**config.mk**
```make
export PLATFORM = sky130hd
export DESIGN_NAME = tcp_connection_fsm
export DESIGN_NICKNAME = d
export VERILOG_FILES = /design/src/design/tcpf_pkg.sv /design/src/design/tcpf_front.sv /design/src/design/tcpf_queue.sv /design/src/design/tcpf_back.sv /design/src/design/tcp_connection_fsm.sv
export VERILOG_INCLUDE_DIRS = /design/src /design/src/design
export SDC_FILE = /design/constraint.sdc
export NUM_CORES = 1
export LEC_CHECK = 0
export BUFFER_PORTS_ARGS = -buffer_cell sky130_fd_sc_hd__buf_2
export CORE_ASPECT_RATIO = 0.8
export CORE_UTILIZATION = 54
export CTS_CLUSTER_SIZE = 12
export DETAILED_ROUTE_END_ITERATION = 7
export MAX_ROUTING_LAYER = met4
export PLACE_DENSITY = 0.79
export SLEW_MARGIN = 20
export SYNTH_ARGS = -nofsm -noshare
export SYNTH_HDL_FRONTEND = slang
export SYNTH_HIERARCHICAL = 1
export SYNTH_SLANG_ARGS = --single-unit
```
**constraint.sdc**
```tcl
create_clock -name i_clk -period 12.2 [get_ports i_clk]
set_clock_uncertainty 0.2 [all_clocks]
set_input_delay 3.05 -clock i_clk [delete_from_list [all_inputs] [get_ports i_clk]]
set_output_delay 3.05 -clock i_clk [all_outputs]
set_load 0.05 [all_outputs]
```
**src/design/tcp_connection_fsm_macros.svh**
```systemverilog
// Assertion macros used by the back part of the connection state machine.
`ifndef TCP_CONNECTION_FSM_MACROS_SVH
`define TCP_CONNECTION_FSM_MACROS_SVH

// Same-cycle implication, checked at every rising clock edge outside reset.
`define TCPF_ASSERT_IMP(label, clk, rst_n, ante, cons, msg) \
    label: assert property (@(posedge clk) disable iff (!rst_n) (ante) |-> (cons)) \
        else $error(msg);

// Next-cycle implication, checked at every rising clock edge outside reset.
`define TCPF_ASSERT_NXT(label, clk, rst_n, ante, cons, msg) \
    label: assert property (@(posedge clk) disable iff (!rst_n) (ante) |=> (cons)) \
        else $error(msg);

`endif

```
**src/design/tcpf_pkg.sv**
```systemverilog
// Package with the types, codes and constants of the connection state machine.
package tcpf_pkg;

    localparam int TCPF_SEQ_BITS    = 32;
    localparam int TCPF_QUEUE_DEPTH = 4;

    localparam logic [31:0] TCPF_RESET_SEQ = 32'd100;
    localparam logic [31:0] TCPF_RESET_ACK = 32'd300;

    typedef logic [0:0] t_cfg_idx;
    localparam t_cfg_idx CFG_INITIAL_SEQ = 1'b0;
    localparam t_cfg_idx CFG_INITIAL_ACK = 1'b1;

    localparam logic [1:0] CMD_SEND  = 2'd0;
    localparam logic [1:0] CMD_OPEN  = 2'd1;
    localparam logic [1:0] CMD_CLOSE = 2'd2;

    localparam logic [1:0] VIEW_OPEN   = 2'd1;
    localparam logic [1:0] VIEW_CLOSED = 2'd2;

    typedef enum logic [2:0] {
        K_ERR,
        K_SYN,
        K_SYNACK,
        K_ACK,
        K_FINACK,
        K_DELIVER,
        K_DELIVER_ACK,
        K_ACK_FINACK
    } t_kind;

    typedef struct packed {
        t_kind       kind;
        logic [31:0] seq;
        logic [31:0] ack_nr;
        logic [15:0] src_port;
        logic [15:0] dest_port;
        logic [3:0]  conn_state;
    } t_job;

    typedef struct packed {
        logic        to_upper;
        logic        syn;
        logic        ack;
        logic        fin;
        logic [31:0] seq;
        logic [31:0] ack_nr;
        logic [15:0] src_port;
        logic [15:0] dest_port;
        logic        error;
        logic        last;
        logic [3:0]  conn_state;
    } t_result;

endpackage

```
**src/design/tcpf_front.sv**
```systemverilog
// Front part: accepts requests, updates connection state and numbers, emits jobs.
module tcpf_front
    import tcpf_pkg::*;
#(
    parameter int SEQ_BITS = TCPF_SEQ_BITS
) (
    input  logic        i_clk,
    input  logic        i_rst_n,
    input  logic        i_cfg_we,
    input  t_cfg_idx    i_cfg_idx,
    input  logic [31:0] i_cfg_wdata,
    input  logic        i_push,
    input  logic        i_mode,
    input  logic [1:0]  i_app_command,
    input  logic [1:0]  i_app_status,
    input  logic        i_seg_syn,
    input  logic        i_seg_ack,
    input  logic        i_seg_fin,
    input  logic [31:0] i_seg_seq,
    input  logic [15:0] i_src_port,
    input  logic [15:0] i_dest_port,
    input  logic        i_full,
    output logic        o_job_push,
    output t_job        o_job
);

    localparam int XW = (SEQ_BITS > 32) ? SEQ_BITS : 32;

    typedef enum logic [3:0] {
        S_CLOSED     = 4'd0,
        S_SYN_SENT   = 4'd1,
        S_SYN_RCVD   = 4'd2,
        S_ESTAB      = 4'd3,
        S_FIN_WAIT_1 = 4'd4,
        S_FIN_WAIT_2 = 4'd5,
        S_TIME_WAIT  = 4'd6,
        S_CLOSE_WAIT = 4'd7,
        S_LAST_ACK   = 4'd8
    } t_link_state;

    t_link_state         r_state, n_state;
    logic [SEQ_BITS-1:0] r_local_seq, n_local_seq;
    logic [SEQ_BITS-1:0] r_remote_ack, n_remote_ack;

    logic                w_accept;
    logic                w_has_job;
    t_kind               w_kind;
    logic [XW-1:0]       w_seg_seq_x;
    logic [XW-1:0]       w_cfg_x;
    logic [XW-1:0]       w_rst_seq_x;
    logic [XW-1:0]       w_rst_ack_x;
    logic [XW-1:0]       w_seq_out_x;
    logic [XW-1:0]       w_ack_out_x;
    logic [SEQ_BITS-1:0] w_next_ack;
    logic [SEQ_BITS-1:0] w_seq_inc;

    assign w_accept    = i_push && !i_full;
    assign w_seg_seq_x = XW'(i_seg_seq);
    assign w_cfg_x     = XW'(i_cfg_wdata);
    assign w_rst_seq_x = XW'(TCPF_RESET_SEQ);
    assign w_rst_ack_x = XW'(TCPF_RESET_ACK);
    assign w_next_ack  = w_seg_seq_x[SEQ_BITS-1:0] + SEQ_BITS'(1);
    assign w_seq_inc   = r_local_seq + SEQ_BITS'(1);

    always_comb begin
        n_state      = r_state;
        n_local_seq  = r_local_seq;
        n_remote_ack = r_remote_ack;
        w_kind       = K_ERR;
        w_has_job    = 1'b1;
        if (!i_mode) begin
            if (i_app_command == CMD_OPEN && i_app_status == VIEW_CLOSED
                    && r_state == S_CLOSED) begin
                w_kind  = K_SYN;
                n_state = S_SYN_SENT;
            end else if (i_app_command == CMD_CLOSE && i_app_status == VIEW_OPEN
                    && r_state == S_ESTAB) begin
                w_kind  = K_FINACK;
                n_state = S_FIN_WAIT_1;
            end else if (i_app_command == CMD_SEND && i_app_status == VIEW_OPEN
                    && r_state == S_ESTAB) begin
                w_kind = K_ACK;
            end
        end else begin
            case (r_state)
                S_CLOSED: begin
                    if (i_seg_syn) begin
                        n_local_seq  = r_remote_ack;
                        n_remote_ack = w_next_ack;
                        w_kind       = K_SYNACK;
                        n_state      = S_SYN_RCVD;
                    end
                end
                S_SYN_SENT: begin
                    if (i_seg_ack && i_seg_syn) begin
                        n_remote_ack = w_next_ack;
                        n_local_seq  = w_seq_inc;
                        w_kind       = K_DELIVER_ACK;
                        n_state      = S_ESTAB;
                    end
                end
                S_SYN_RCVD: begin
                    if (i_seg_ack) begin
                        w_has_job = 1'b0;
                        n_state   = S_ESTAB;
                    end
                end
                S_ESTAB: begin
                    n_remote_ack = w_next_ack;
                    n_local_seq  = w_seq_inc;
                    if (i_seg_fin && i_seg_ack) begin
                        w_kind  = K_ACK_FINACK;
                        n_state = S_LAST_ACK;
                    end else begin
                        w_kind = K_DELIVER;
                    end
                end
                S_FIN_WAIT_1: begin
                    if (i_seg_ack) begin
                        w_has_job    = 1'b0;
                        n_remote_ack = w_next_ack;
                        n_state      = S_FIN_WAIT_2;
                    end
                end
                S_FIN_WAIT_2: begin
                    if (i_seg_ack && i_seg_fin) begin
                        n_remote_ack = w_next_ack;
                        n_local_seq  = w_seq_inc;
                        w_kind       = K_ACK;
                        n_state      = S_CLOSED;
                    end
                end
                S_LAST_ACK: begin
                    if (i_seg_ack) begin
                        w_has_job = 1'b0;
                        n_state   = S_CLOSED;
                    end
                end
                default: begin
                    w_kind = K_ERR;
                end
            endcase
        end
    end

    assign w_seq_out_x = XW'(n_local_seq);
    assign w_ack_out_x = XW'(n_remote_ack);

    assign o_job_push       = w_accept && w_has_job;
    assign o_job.kind       = w_kind;
    assign o_job.seq        = w_seq_out_x[31:0];
    assign o_job.ack_nr     = w_ack_out_x[31:0];
    assign o_job.src_port   = i_src_port;
    assign o_job.dest_port  = i_dest_port;
    assign o_job.conn_state = n_state;

    always_ff @(posedge i_clk) begin
        if (!i_rst_n) begin
            r_state      <= S_CLOSED;
            r_local_seq  <= w_rst_seq_x[SEQ_BITS-1:0];
            r_remote_ack <= w_rst_ack_x[SEQ_BITS-1:0];
        end else if (i_cfg_we) begin
            case (i_cfg_idx)
                CFG_INITIAL_SEQ: r_local_seq  <= w_cfg_x[SEQ_BITS-1:0];
                CFG_INITIAL_ACK: r_remote_ack <= w_cfg_x[SEQ_BITS-1:0];
                default: begin
                    r_local_seq <= r_local_seq;
                end
            endcase
        end else if (w_accept) begin
            r_state      <= n_state;
            r_local_seq  <= n_local_seq;
            r_remote_ack <= n_remote_ack;
        end
    end

endmodule

```
**src/design/tcpf_queue.sv**
```systemverilog
// Short job queue between the front and the back part.
module tcpf_queue
    import tcpf_pkg::*;
#(
    parameter int DEPTH = TCPF_QUEUE_DEPTH
) (
    input  logic i_clk,
    input  logic i_rst_n,
    input  logic i_push,
    input  t_job i_job,
    output logic o_full,
    input  logic i_pop,
    output t_job o_job,
    output logic o_empty
);

    localparam int AW = (DEPTH > 1) ? $clog2(DEPTH) : 1;
    localparam int CW = $clog2(DEPTH + 1);

    t_job          r_mem [DEPTH];
    logic [AW-1:0] r_wr_ptr, r_rd_ptr;
    logic [CW-1:0] r_count;
    logic          w_wr, w_rd;

    assign o_full  = (r_count == CW'(DEPTH));
    assign o_empty = (r_count == '0);
    assign w_wr    = i_push && !o_full;
    assign w_rd    = i_pop && !o_empty;
    assign o_job   = r_mem[r_rd_ptr];

    always_ff @(posedge i_clk) begin
        if (w_wr) begin
            r_mem[r_wr_ptr] <= i_job;
        end
    end

    always_ff @(posedge i_clk) begin
        if (!i_rst_n) begin
            r_wr_ptr <= '0;
            r_rd_ptr <= '0;
            r_count  <= '0;
        end else begin
            if (w_wr) begin
                r_wr_ptr <= (r_wr_ptr == AW'(DEPTH - 1)) ? '0 : r_wr_ptr + AW'(1);
            end
            if (w_rd) begin
                r_rd_ptr <= (r_rd_ptr == AW'(DEPTH - 1)) ? '0 : r_rd_ptr + AW'(1);
            end
            if (w_wr && !w_rd) begin
                r_count <= r_count + CW'(1);
            end else if (w_rd && !w_wr) begin
                r_count <= r_count - CW'(1);
            end
        end
    end

endmodule

```
**src/design/tcpf_back.sv**
```systemverilog
// Back part: expands each job into its results and holds them in the output register.
module tcpf_back
    import tcpf_pkg::*;
(
    input  logic    i_clk,
    input  logic    i_rst_n,
    input  t_job    i_job,
    input  logic    i_job_empty,
    output logic    o_job_pop,
    input  logic    i_pop,
    output logic    o_empty,
    output t_result o_result
);

`include "tcp_connection_fsm_macros.svh"

    logic    r_out_valid;
    logic    r_phase;
    t_result r_out;

    logic    w_load;
    logic    w_two;
    logic    w_last;
    t_result w_res;

    assign w_load = !r_out_valid || i_pop;
    assign w_two  = (i_job.kind == K_DELIVER_ACK) || (i_job.kind == K_ACK_FINACK);
    assign w_last = !w_two || r_phase;

    always_comb begin
        w_res            = '0;
        w_res.last       = w_last;
        w_res.conn_state = i_job.conn_state;
        case (i_job.kind)
            K_ERR: begin
                w_res.error = 1'b1;
            end
            K_SYN: begin
                w_res.syn       = 1'b1;
                w_res.seq       = i_job.seq;
                w_res.src_port  = i_job.src_port;
                w_res.dest_port = i_job.dest_port;
            end
            K_SYNACK: begin
                w_res.syn       = 1'b1;
                w_res.ack       = 1'b1;
                w_res.seq       = i_job.seq;
                w_res.ack_nr    = i_job.ack_nr;
                w_res.src_port  = i_job.src_port;
                w_res.dest_port = i_job.dest_port;
            end
            K_ACK: begin
                w_res.ack       = 1'b1;
                w_res.seq       = i_job.seq;
                w_res.ack_nr    = i_job.ack_nr;
                w_res.src_port  = i_job.src_port;
                w_res.dest_port = i_job.dest_port;
            end
            K_FINACK: begin
                w_res.ack       = 1'b1;
                w_res.fin       = 1'b1;
                w_res.seq       = i_job.seq;
                w_res.ack_nr    = i_job.ack_nr;
                w_res.src_port  = i_job.src_port;
                w_res.dest_port = i_job.dest_port;
            end
            K_DELIVER: begin
                w_res.to_upper  = 1'b1;
                w_res.src_port  = i_job.src_port;
                w_res.dest_port = i_job.dest_port;
            end
            K_DELIVER_ACK: begin
                w_res.to_upper  = !r_phase;
                w_res.ack       = r_phase;
                w_res.seq       = r_phase ? i_job.seq : '0;
                w_res.ack_nr    = r_phase ? i_job.ack_nr : '0;
                w_res.src_port  = i_job.src_port;
                w_res.dest_port = i_job.dest_port;
            end
            K_ACK_FINACK: begin
                w_res.ack       = 1'b1;
                w_res.fin       = r_phase;
                w_res.seq       = i_job.seq;
                w_res.ack_nr    = i_job.ack_nr;
                w_res.src_port  = r_phase ? '0 : i_job.src_port;
                w_res.dest_port = r_phase ? '0 : i_job.dest_port;
            end
            default: begin
                w_res.error = 1'b1;
            end
        endcase
    end

    assign o_job_pop = w_load && !i_job_empty && w_last;
    assign o_empty   = !r_out_valid;
    assign o_result  = r_out;

    always_ff @(posedge i_clk) begin
        if (!i_rst_n) begin
            r_out_valid <= 1'b0;
            r_phase     <= 1'b0;
        end else if (w_load) begin
            r_out_valid <= !i_job_empty;
            if (!i_job_empty) begin
                r_out   <= w_res;
                r_phase <= !w_last;
            end
        end
    end

    `TCPF_ASSERT_IMP(a_err_is_last, i_clk, i_rst_n, r_out_valid && r_out.error, r_out.last, "error result not marked last")
    `TCPF_ASSERT_IMP(a_upper_no_flags, i_clk, i_rst_n, r_out_valid && r_out.to_upper, !r_out.syn && !r_out.ack && !r_out.fin && !r_out.error, "delivery carries segment flags")
    `TCPF_ASSERT_IMP(a_phase_has_job, i_clk, i_rst_n, r_phase, !i_job_empty && r_out_valid && !r_out.last, "second result pending without its job")

endmodule

```
**src/design/tcp_connection_fsm.sv**
```systemverilog
// Top level of the connection state machine: front part, job queue and back part.
// A request's job is registered in the job queue and then in the output register of the back part.
// Throughput: one request per cycle while the job queue is not full; a request with two
// results holds the back part for both of them, one result per cycle while the output is popped.
// The job queue lets requests keep coming while the output register waits to be popped.
// Reset (synchronous, active low) returns to closed with sequence 100 and ack 300, job queue empty.
module tcp_connection_fsm
    import tcpf_pkg::*;
#(
    parameter int SEQ_BITS    = TCPF_SEQ_BITS,
    parameter int QUEUE_DEPTH = TCPF_QUEUE_DEPTH
) (
    input  logic        i_clk,
    input  logic        i_rst_n,
    input  logic        i_cfg_we,
    input  t_cfg_idx    i_cfg_idx,
    input  logic [31:0] i_cfg_wdata,
    input  logic        i_push,
    output logic        o_full,
    input  logic        i_mode,
    input  logic [1:0]  i_app_command,
    input  logic [1:0]  i_app_status,
    input  logic        i_seg_syn,
    input  logic        i_seg_ack,
    input  logic        i_seg_fin,
    input  logic [31:0] i_seg_seq,
    input  logic [15:0] i_src_port,
    input  logic [15:0] i_dest_port,
    output logic        o_empty,
    input  logic        i_pop,
    output logic        o_to_upper,
    output logic        o_out_syn,
    output logic        o_out_ack,
    output logic        o_out_fin,
    output logic [31:0] o_out_seq,
    output logic [31:0] o_out_ack_nr,
    output logic [15:0] o_out_src_port,
    output logic [15:0] o_out_dest_port,
    output logic        o_error,
    output logic        o_last,
    output logic [3:0]  o_conn_state
);

    logic    w_job_push;
    t_job    w_job_in;
    logic    w_job_pop;
    t_job    w_job_out;
    logic    w_job_empty;
    t_result w_result;

    tcpf_front #(
        .SEQ_BITS (SEQ_BITS)
    ) u_front (
        .i_clk         (i_clk),
        .i_rst_n       (i_rst_n),
        .i_cfg_we      (i_cfg_we),
        .i_cfg_idx     (i_cfg_idx),
        .i_cfg_wdata   (i_cfg_wdata),
        .i_push        (i_push),
        .i_mode        (i_mode),
        .i_app_command (i_app_command),
        .i_app_status  (i_app_status),
        .i_seg_syn     (i_seg_syn),
        .i_seg_ack     (i_seg_ack),
        .i_seg_fin     (i_seg_fin),
        .i_seg_seq     (i_seg_seq),
        .i_src_port    (i_src_port),
        .i_dest_port   (i_dest_port),
        .i_full        (o_full),
        .o_job_push    (w_job_push),
        .o_job         (w_job_in)
    );

    tcpf_queue #(
        .DEPTH (QUEUE_DEPTH)
    ) u_queue (
        .i_clk   (i_clk),
        .i_rst_n (i_rst_n),
        .i_push  (w_job_push),
        .i_job   (w_job_in),
        .o_full  (o_full),
        .i_pop   (w_job_pop),
        .o_job   (w_job_out),
        .o_empty (w_job_empty)
    );

    tcpf_back u_back (
        .i_clk       (i_clk),
        .i_rst_n     (i_rst_n),
        .i_job       (w_job_out),
        .i_job_empty (w_job_empty),
        .o_job_pop   (w_job_pop),
        .i_pop       (i_pop),
        .o_empty     (o_empty),
        .o_result    (w_result)
    );

    assign o_to_upper      = w_result.to_upper;
    assign o_out_syn       = w_result.syn;
    assign o_out_ack       = w_result.ack;
    assign o_out_fin       = w_result.fin;
    assign o_out_seq       = w_result.seq;
    assign o_out_ack_nr    = w_result.ack_nr;
    assign o_out_src_port  = w_result.src_port;
    assign o_out_dest_port = w_result.dest_port;
    assign o_error         = w_result.error;
    assign o_last          = w_result.last;
    assign o_conn_state    = w_result.conn_state;

endmodule
```
; ---- Yosys cells after proc, flatten, opt, wreduce, memory -nomap -nowiden
; Memories as Yosys holds them, arrays and structs flattened. A register that Yosys moved wholly into a read port is not among the register bits.
; Index checks and enable logic that the tools add are counted.
; W data, S select, Z words.
[op_classes]
bitwise_logic = 2
muxes = 60
eq_ne = 22
n_addsub = 6
reduce_logical = 43
[ops]
columns = op, n
row1 = $mux W32, 17
row2 = $pmux W32 S2, 3
row3 = $pmux W32 S5, 1
row4 = $pmux W32 S4, 1
row5 = $add A32 B1 Y32 const B, 2
row6 = $mux W4, 10
row7 = $mux W16, 2
row8 = $pmux W4 S7, 1
row9 = $mux W3, 6
row10 = $logic_and A1 B1 Y1, 16
row11 = $mux W2, 8
row12 = $eq A3 B3 Y1 const B, 5
row13 = $pmux W3 S4, 1
row14 = $eq A2 B2 Y1 const B, 4
row15 = $eq A4 B2 Y1 const B, 2
row16 = $eq A4 B3 Y1 const B, 2
row17 = $logic_not A1 Y1, 8
row18 = $reduce_and A2 Y1, 4
row19 = $mux W1, 7
row20 = $eq A3 B2 Y1 const B, 2
row21 = $logic_not A3 Y1, 2
row22 = $pmux W1 S2, 3
row23 = $reduce_or A6 Y1, 1
row24 = $reduce_or A5 Y1, 1
row25 = other kinds (18), 24
[totals]
inputBits = 110
memories = 1
reg_bits = 183
ramBits = 412
elab_cells = 153
[memory_table]
columns = memory, words, width, rd, rd_ports_with_merged_regs, wr, line_no
row1 = u_queue.r_mem, 4, 103, 1, 1, 1, tcpf_queue.sv:20  ; t_job r_mem [DEPTH];

; ---- Logic depth before layout (Yosys ltp)
; Gate-level depths: netlist of the first run.
[logic_depth]
depth_word = 10
depth_mapped = 15

; ---- Cells and area by module
; The synthesis of the first run kept the hierarchy.
[modules_own_cells]
columns = module, cells_per_inst, area_per_inst_um2, seq_area_each_um2, n_inst
row1 = tcpf_queue, 589, 15411.0, 12552.0, 1
row2 = tcpf_front, 855, 6226.0, 1361.3, 1
row3 = tcpf_back, 243, 4093.9, 3223.1, 1

; ---- Worst setup path after synthesis of the first run
; No wires, ideal clock.
[synth_path]
kind = input -> register
start = in i_pop
end = reg u_back.r_out (netlist bit u_back/o_result[0]), enable pin
slack_ns = 0.481
path_buffers = 0
arrival_time_ns = 10.797
cell_stages = 2
t_required_ns = 11.278
path_cell_list = nor2b_1 nor3b_1
[synth_via]
elab_chain_len = 2
[synth_rtl]
columns = item, line_no
row1 = "start, declared", tcp_connection_fsm.sv:30  ; input logic i_pop,
row2 = $logic_or A1 B1 Y1, tcpf_back.sv:26  ; assign w_load = !r_out_valid || i_pop;
row3 = $reduce_and A3 Y1 (no source line), -
row4 = "end signal, assigned", tcpf_back.sv:105  ; r_out <= w_res;
row5 = "end, declared", tcpf_back.sv:19  ; t_result r_out;
; Every way passes these cells.
; A chain may end at the register's enable or synchronous reset.

; ---- Worst setup path after layout of the first run
[layout_path]
start = in i_mode
end = mem u_queue/r_mem[1][78] (netlist name), enable pin
[layout_via]
elab_chain_len = 5
[layout_rtl]
columns = item, line_no
row1 = "start, declared", tcp_connection_fsm.sv:20  ; input logic i_mode,
row2 = $mux W1, tcpf_front.sv:71  ; if (!i_mode) begin
row3 = $logic_and A1 B1 Y1, tcpf_front.sv:149  ; assign o_job_push = w_accept && w_has_job;
row4 = named net w_job_push, tcp_connection_fsm.sv:44  ; logic w_job_push;
row5 = $logic_and A1 B1 Y1, tcpf_queue.sv:27  ; assign w_wr = i_push && !o_full;
row6 = $mux W1, tcpf_queue.sv:32  ; if (w_wr) begin
row7 = $mux W1 (implied by the code), tcpf_queue.sv:33  ; r_mem[r_wr_ptr] <= i_job;
row8 = "end, declared", tcpf_queue.sv:20
; The timed path passes the listed nets, and every way through them passes these cells.

==> results.md, run 1 <==
* Final Hold Violating Endpoints at 0
* Syn_nets at 1,806
* Proportion of total power due to net switching at 32.21%
* Max Cap Violations at 0
* Multi-input gate area at 0.007662 sq mm
* Critical setup path kind: in -> reg
* Clock Sink Count at 597
* Min-Delay Path Class: reg -> reg
* Total number of vias at 15,630
* Mux contribution to synthesized area at 9.910%
* GPL Wtd Cong at 0.9490
* Hold WS at 0.2913 ns
* Register cell area after layout at 0.01714 sq mm
* Mean cell area of the mapped netlist at 15.25 sq um
* Post-synthesis compound-gate area fraction at 7.839%
* Top area cells in the synthesized netlist: edfxtp_1, mux4_2, dfxtp_1
* Largest net degree at the start of global routing at 72
* Detail Route Antenna Nets at 0
* Root Buffer: clkbuf_16
* Gate power share at 26.7%
* Starting Density at 54.75%
* Async set-or-reset flop fraction in the synthesized netlist at 0%
* Average wire length per cell after detail routing at 24.15 um
* # nets final at 1,975
* Post-Syn Instances at 1,687
* Hold bufs inserted after CTS at 0
* Actual slew at the worst max-slew pin at 1.091 ns
* Signed area change from the synthesized netlist to the final layout at 11.41%
* Die H at 197.2 um
* Dominant combinational cell family by area after synthesis: simple AND/OR/NAND/NOR gates
* Cell leakage power at 0.009752 uW
* Largest fanout of any net on the critical path at 60
* Sequential share of power at 46.5%
* Total power density per cell area at 216.0 mW/mm^2
* Number of gates resized after cts at 0
* Synth top area share at 60.45%
* Area of the mapped netlist at 0.02573 sq mm
* Via count of the first global-routing pass at 15,060
* Number of enable-type register cells in the synthesized netlist at 518
* CTS H-tree depth at 2
* Design internal power at 4197 uW
* Number of setup violations in the final report at 0
* Critical Path End Type: flip-flop
* First-pass GRT wire length at 90.74 mm
* Final wirelength at 60.77 mm
* Hpwl dp at 40.57 mm
* Required time of the critical path at 12.25 ns
* Reg2reg setup slack at 7.79 ns
* Setup slack of the critical path after layout at 6.526 ns
* Post-synth cell types at 99
* Mean number of vias per cell at 6.210
* Detailed-router iteration count before antenna repair at 8
* Core area at 0.04699 sq mm
* Number of pins with negative max-slew slack in the final report at 0
* XOR/XNOR Fraction of Synth Area at 1.157%
* Sw Pwr at 1994 uW
* Residual DRC at 0
* Final-layout fill cell count at 3,451
* WP data arrival at 5.73 ns
* Period utilisation layout at 46.51%
* # IOs at 218
* Buffer depth of the longest clock path at 3
* All-Layer GR Usage at 25.88%
* Ratio of cells with drive above 1 in the final layout at 24.64%
* Post-CTS Setup Bufs at 0
* Peak supply drop at 0.0001444 V
* Post-synth top cells: edfxtp_1, mux4_2, nand2_1, dfxtp_1, nor2b_1
* Max transition margin at 27.28%
* Synthesized-area fraction occupied by adder cells at 0.5057%
* Ys flop type: edfxtp_1
* Clock-pin slew of the registers on the worst-case setup and hold paths at 0.06 ns
* Flop and latch count out of synthesis at 597
* Later-pin clock latency in the skew report at 0.63 ns
* GRT Residual Overflow at 0
* Type of origin of the critical path: primary input
* Status: completed
* Synth warn at 6
* Simple-gate share of the synthesized area at 10.24%
* Most repeated cell in the gate-level netlist after synthesis: edfxtp_1
* DRT iter0 DRCs at 1,416
* Highest Clock Rate at 176.2 MHz
* Cell area reported after detailed placement at 0.02694 sq mm
* Chip width at 246.1 um
* TNS Setup at 0 ns
* Sequential share of the synthesized area at 66.60%
* Cts bufs inserted at 58
* Number of buffer cells added on primary ports at 217
* Clock tree from TritonCTS: built
* Floorplan row count at 71
* Clock power share at 26.9%
* Die area at 0.04853 sq mm
* Worst setup timing slack at the placement stage at 5.868 ns
* Post-synth top area cell: edfxtp_1
* Setup repair after global routing missed its margin: no
* Number of antenna violations at the first check in global routing at 1
* Min Tclk post-route at 5.674 ns
* Post-route design area at 0.02867 sq mm
* Fin util at 61.00%
==> critical path, cell delays in order <==
cell	delay, ns
buf_2	0.17
nand2_1	0.12
nor3_1	0.07
nor3b_1	0.20
nor2b_1	0.48
and2_4	0.90
buf_4	0.69
==> metal layers <==
metal | global-route usage [%] | up-vias | part of all wire, % | wire, um
met5 | - | - | 0 | 0
met4 | 7.591 | 0 | 2.5 | 1497
met3 | 5.094 | 97 | 7.9 | 4787
met2 | 39.62 | 679 | 48 | 28930
met1 | 35.38 | 7944 | 42 | 25560
li1 | - | 6905 | - | -
==> power groups by stage <==
stage | Clock, uW | Combinational, uW | Sequential (uW)
after detailed placement | 0 | 1660 | 2920
after global placement | 0 | 1630 | 2900
after CTS | 1690 | 1670 | 2880
after floorplan | 0 | 953 | 3260
final | 1660 | 1650 | 2880
after global routing | 1770 | 1770 | 2910
==> path summary, 6_finish.rpt <==
kind                                 from                      end  depth (start not counted)
setup reg to reg                flip-flop       u_queue/r_count[2]                         12
hold reg to reg   u_front/r_remote_ack[1]  u_front/r_remote_ack[1]                          2
setup / recovery                   i_mode     u_queue/r_mem[1][78]                          7
hold / removal    u_front/r_remote_ack[1]  u_front/r_remote_ack[1]                          2
==> state kept, by name, summed over array words and instances (netlist names), 2 cells and up, named ones only <==
register / flops
u_queue/r_mem: 412
u_back/o_result: 106
u_front/r_local_seq: 32
u_front/r_remote_ack: 32
u_front/r_state: 4
u_queue/r_count: 3
u_queue/r_rd_ptr: 2
u_queue/r_wr_ptr: 2
==> through the flow <==
step | cells | total power [uW]
2_1_floorplan | 1687 | 4214
5_1_grt | 2516 | 6443
3_5_place_dp | 2416 | 4580
3_3_place_gp | 2416 | 4529
6_report | 2516 | 6191
4_1_cts | 2515 | 6240
==> final cells by class <==
| class | count | area share, % |
|---|---|---|
| multi-input cells | 931 | 26.73 |
| clock inverters | 11 | 0.5150 |
| inverters | 29 | 0.3797 |
| clock buffers | 88 | 5.491 |
| repair buffers | 239 | 4.365 |
| diodes | 1 | 0.008729 |
| well taps | 620 | 2.706 |
| flip-flops and latches | 597 | 59.81 |
==> cell families (layout without fill, tap and decap cells) <==
kind of cell / Yosys count / after routing
simple gates: 476 / 476
flops: 597 / 597
mux: 124 / 124
xor+xnor: 34 / 34
buf+inv: 159 / 367
other cells: 0 / 1
fa+ha+maj: 10 / 10
compound gates: 287 / 287
==> placed cells by master (no fill, tap or decap), types with 16 or more instances in the layout <==
| master | synthesis | layout |
|---|---|---|
| xnor2_1 | 21 | 21 |
| nand3_1 | 67 | 67 |
| edfxtp_1 | 518 | 518 |
| buf_2 | 32 | 217 |
| and2_1 | 48 | 44 |
| nor2_1 | 71 | 70 |
| nand2_1 | 89 | 89 |
| a21oi_1 | 57 | 57 |
| buf_4 | 45 | 22 |
| nor2b_1 | 75 | 75 |
| clkbuf_1 | 36 | 29 |
| nor3_1 | 18 | 18 |
| mux4_2 | 103 | 103 |
| a31oi_1 | 16 | 16 |
| nand4_1 | 25 | 25 |
| mux2_2 | 16 | 16 |
| o21ai_0 | 54 | 53 |
| dfxtp_1 | 79 | 77 |
| inv_1 | 28 | 28 |
| clkbuf_16 | 0 | 58 |
No activity file was read; power rests on OpenSTA's default activity.
==> inputs of run 2 (changes only) <==
Settings changed: CORE_UTILIZATION 54 to 60, PLACE_DENSITY 0.79 to 0.83.
Clock period 12.2 ns to 5.5 ns, I/O delays scaled along.
==> run 2 against run 1 <==
  * The flow now finishes with violations (DRC)
  * Critical path type is now reg -> reg
  * Register-to-register slack worse by 6.0 ns
  * Utilization is 7.5 points higher
  * Worst hold slack worse by 0.0079 ns
  * Die area is 9.9% lower
  * Clock power is 130% higher
  * Global-route usage is 3.6 points higher
  * Sequential share of layout area is 0.34 points lower
  * Sequential cell count stayed put
  * Critical path depth stayed put
  * Highest routed layer unchanged
  * Routed wire length is 2.4% higher
==> results.md, run 2 (synthesis results as in run 1) <==
* Status: complete, but fails checks
* Violations in the final reports: DRC
* Most flops, register: u_queue/r_mem
* Hpwl dp at 41.05 mm (+1.2%)
* Type of origin of the critical path: flip-flop
* Power, Total at 13,980 uW (+130%)
* Most common cell after layout, fill and taps aside: edfxtp_1
* TNS Setup at 0 ns (unchanged)
* Later-pin clock latency in the skew report at 0.63 ns (about the same)
* Detailed-router iteration count before antenna repair at 8 (unchanged)
* WP data arrival at 3.75 ns (-1.98 ns)
* Worst setup timing slack at the placement stage at 1.415 ns (-4.453 ns)
* Total power density per cell area at 484.7 mW/mm^2 (+120%)
* All-Layer GR Usage at 29.53% (+3.6 points)
* Number of setup violations in the final report at 0 (unchanged)
* # nets final at 1,984 (+0.46%)
* Max Cap Violations at 0 (unchanged)
* Largest fanout of any net on the critical path at 30 (-50%)
* Design internal power at 9470 uW (+130%)
* Sw Pwr at 4505 uW (+130%)
* Peak supply drop at 0.0003288 V (+130%)
* Cell leakage power at 0.009867 uW (+1.2%)
* Clock-pin slew of the registers on the worst-case setup and hold paths at 0.06 ns (about the same)
* Root Buffer: clkbuf_16
* Min-Delay Path Class: reg -> reg
* Number of non-filler instances in the completed layout at 2,469 (-1.9%)
* Placed Cells incl. Taps at 2,357 (-2.4%)
* Fin util at 68.51% (+7.5 points)
* GPL Wtd Cong at 0.9813 (+3.4%)
* Mean number of vias per cell at 6.467 (+4.1%)
* Die H at 187.2 um (-5.1%)
* CTS H-tree depth at 2 (unchanged)
* Required time of the critical path at 5.56 ns (-6.69 ns)
* Proportion of total power due to net switching at 32.24% (about the same)
* Max transition margin at 27.05% (-0.23 points)
* Period utilisation layout at 67.09%
* Floorplan row count at 67 (-5.6%)
* Critical setup path kind: reg -> reg
* Ratio of cells with drive above 1 in the final layout at 25.07% (+0.42 points)
* Number of gates resized after cts at 0 (unchanged)
* Via count of the first global-routing pass at 15,740 (+4.5%)
* Total number of vias at 15,970 (+2.2%)
* Setup repair after global routing missed its margin: no
* Chip width at 233.5 um (-5.1%)
* Hold bufs inserted after CTS at 0 (unchanged)
* Final Hold Violating Endpoints at 0 (unchanged)
* Number of antenna violations at the first check in global routing at 2 (+1)
* Post-CTS Setup Bufs at 0 (unchanged)
* Die area at 0.04372 sq mm (-9.9%)
* DRT iter0 DRCs at 1,985 (+40%)
* First-pass GRT wire length at 93.08 mm (+2.6%)
* Buffer depth of the longest clock path at 3 (unchanged)
* Actual slew at the worst max-slew pin at 1.087 ns (-0.003771 ns)
* Cell at the slowest stage of the critical path: dfxtp_1
* Number of pins with negative max-slew slack in the final report at 0 (unchanged)
* Critical Path End Type: flip-flop
* Final-layout fill cell count at 2,788 (-19%)
* Setup slack of the critical path after layout at 1.810 ns (-4.716 ns)
* Starting Density at 61.14% (+6.4 points)
* Commonest non-fill, non-tap cells in the layout: edfxtp_1, buf_2, mux4_2
* Core area at 0.04208 sq mm (-10%)
* Final wirelength at 62.24 mm (+2.4%)
* Gate power share at 27.1% (+0.4 points)
* Signed area change from the synthesized netlist to the final layout at 12.05%
* Number of buffer cells added on primary ports at 217 (unchanged)
* Clock Sink Count at 597 (unchanged)
* Cell-by-cell listing of the critical path: nor2_1, a21oi_1, nor3_1, nor3b_1, nor2b_1, and2_4, buf_4
* GRT Residual Overflow at 0 (unchanged)
* Reg2reg setup slack at 1.81 ns (-5.98 ns)
* Peak per-stage delay on the critical path at 0.78 ns (-0.12 ns)
* Detail Route Antenna Nets at 0 (unchanged)
* Residual DRC at 34 (+34)
* Flip-flop count of the largest register after layout at 412 (unchanged)
* Cts bufs inserted at 58 (unchanged)
* Average wire length per cell after detail routing at 25.21 um (+4.4%)
* Largest net degree at the start of global routing at 78 (+8.3%)
* # IOs at 218 (unchanged)
* Sequential share of power at 45.6% (-0.9 points)
* Clock tree from TritonCTS: built
* Clock power share at 27.3% (+0.4 points)
* Min Tclk post-route at 3.690 ns
* Highest Clock Rate at 271.0 MHz
run 2: cell types whose count changed in the layout (fill, tap and decap cells not counted), moves of 2 or more:
| cell | before | now |
|---|---|---|
| buf_12 | 0 | 7 |
| buf_4 | 22 | 24 |
| clkbuf_1 | 29 | 38 |
| clkbuf_16 | 58 | 60 |
| clkbuf_8 | 1 | 3 |
| clkinv_1 | 5 | 2 |
| clkinv_2 | 1 | 4 |
| nor3b_2 | 2 | 0 |
run 2: worst max-delay path, delay by kind of cell, from the launching register on:
kind / cells / cell delay, ns
AND/OR/NAND/NOR: 5 / 1.64
flip-flops: 1 / 0.78
buffers and inverters: 1 / 0.47
AO/OA/AOI/OAI: 1 / 0.20
run 2: worst paths after layout:
check / from / endpoint / depth (start not counted)
max reg2reg: u_front/r_state[2] / u_queue/r_mem[3][84] / 7
min reg2reg: u_front/r_remote_ack[1] / u_front/r_remote_ack[1] / 2
max: u_front/r_state[2] / u_queue/r_mem[3][84] / 7
min: u_front/r_remote_ack[1] / u_front/r_remote_ack[1] / 2
run 2: stage by stage:
step | area [sq um] | hold slack [ns]
2_1_floorplan | 25740 | 0.2379
3_3_place_gp | 27010 | 0.2561
3_5_place_dp | 27010 | 0.2653
4_1_cts | 28830 | 0.2785
5_1_grt | 28830 | 0.3328
6_report | 28830 | 0.2834
run 2: power by group through the flow:
stage	Sequential [uW]	Clock (uW)	Combinational, uW
floorplan	7190	0	2120
global placement	6430	0	3700
detailed placement	6460	0	3770
CTS	6380	3860	3810
global route	6450	4040	4020
finish	6380	3810	3790
run 2: final cells by class:
cell class | count | area [sq um] | share of cell area [%]
flip-flops and latches | 597 | 17140 | 59.46
well taps | 552 | 690.7 | 2.396
clock buffers | 101 | 1685 | 5.846
clock inverters | 9 | 133.9 | 0.4643
repair buffers | 248 | 1406 | 4.878
multi-input cells | 931 | 7657 | 26.56
diodes | 2 | 5.005 | 0.01736
inverters | 29 | 108.9 | 0.3776
run 2: routing by layer:
layer	track usage [%]	vias to the layer above	part of all wire [%]
met4	9.590	0	2.9
met3	5.762	124	9.4
met2	44.94	914	48
met1	40.38	8005	40
met5	-	-	0
li1	-	6925	-
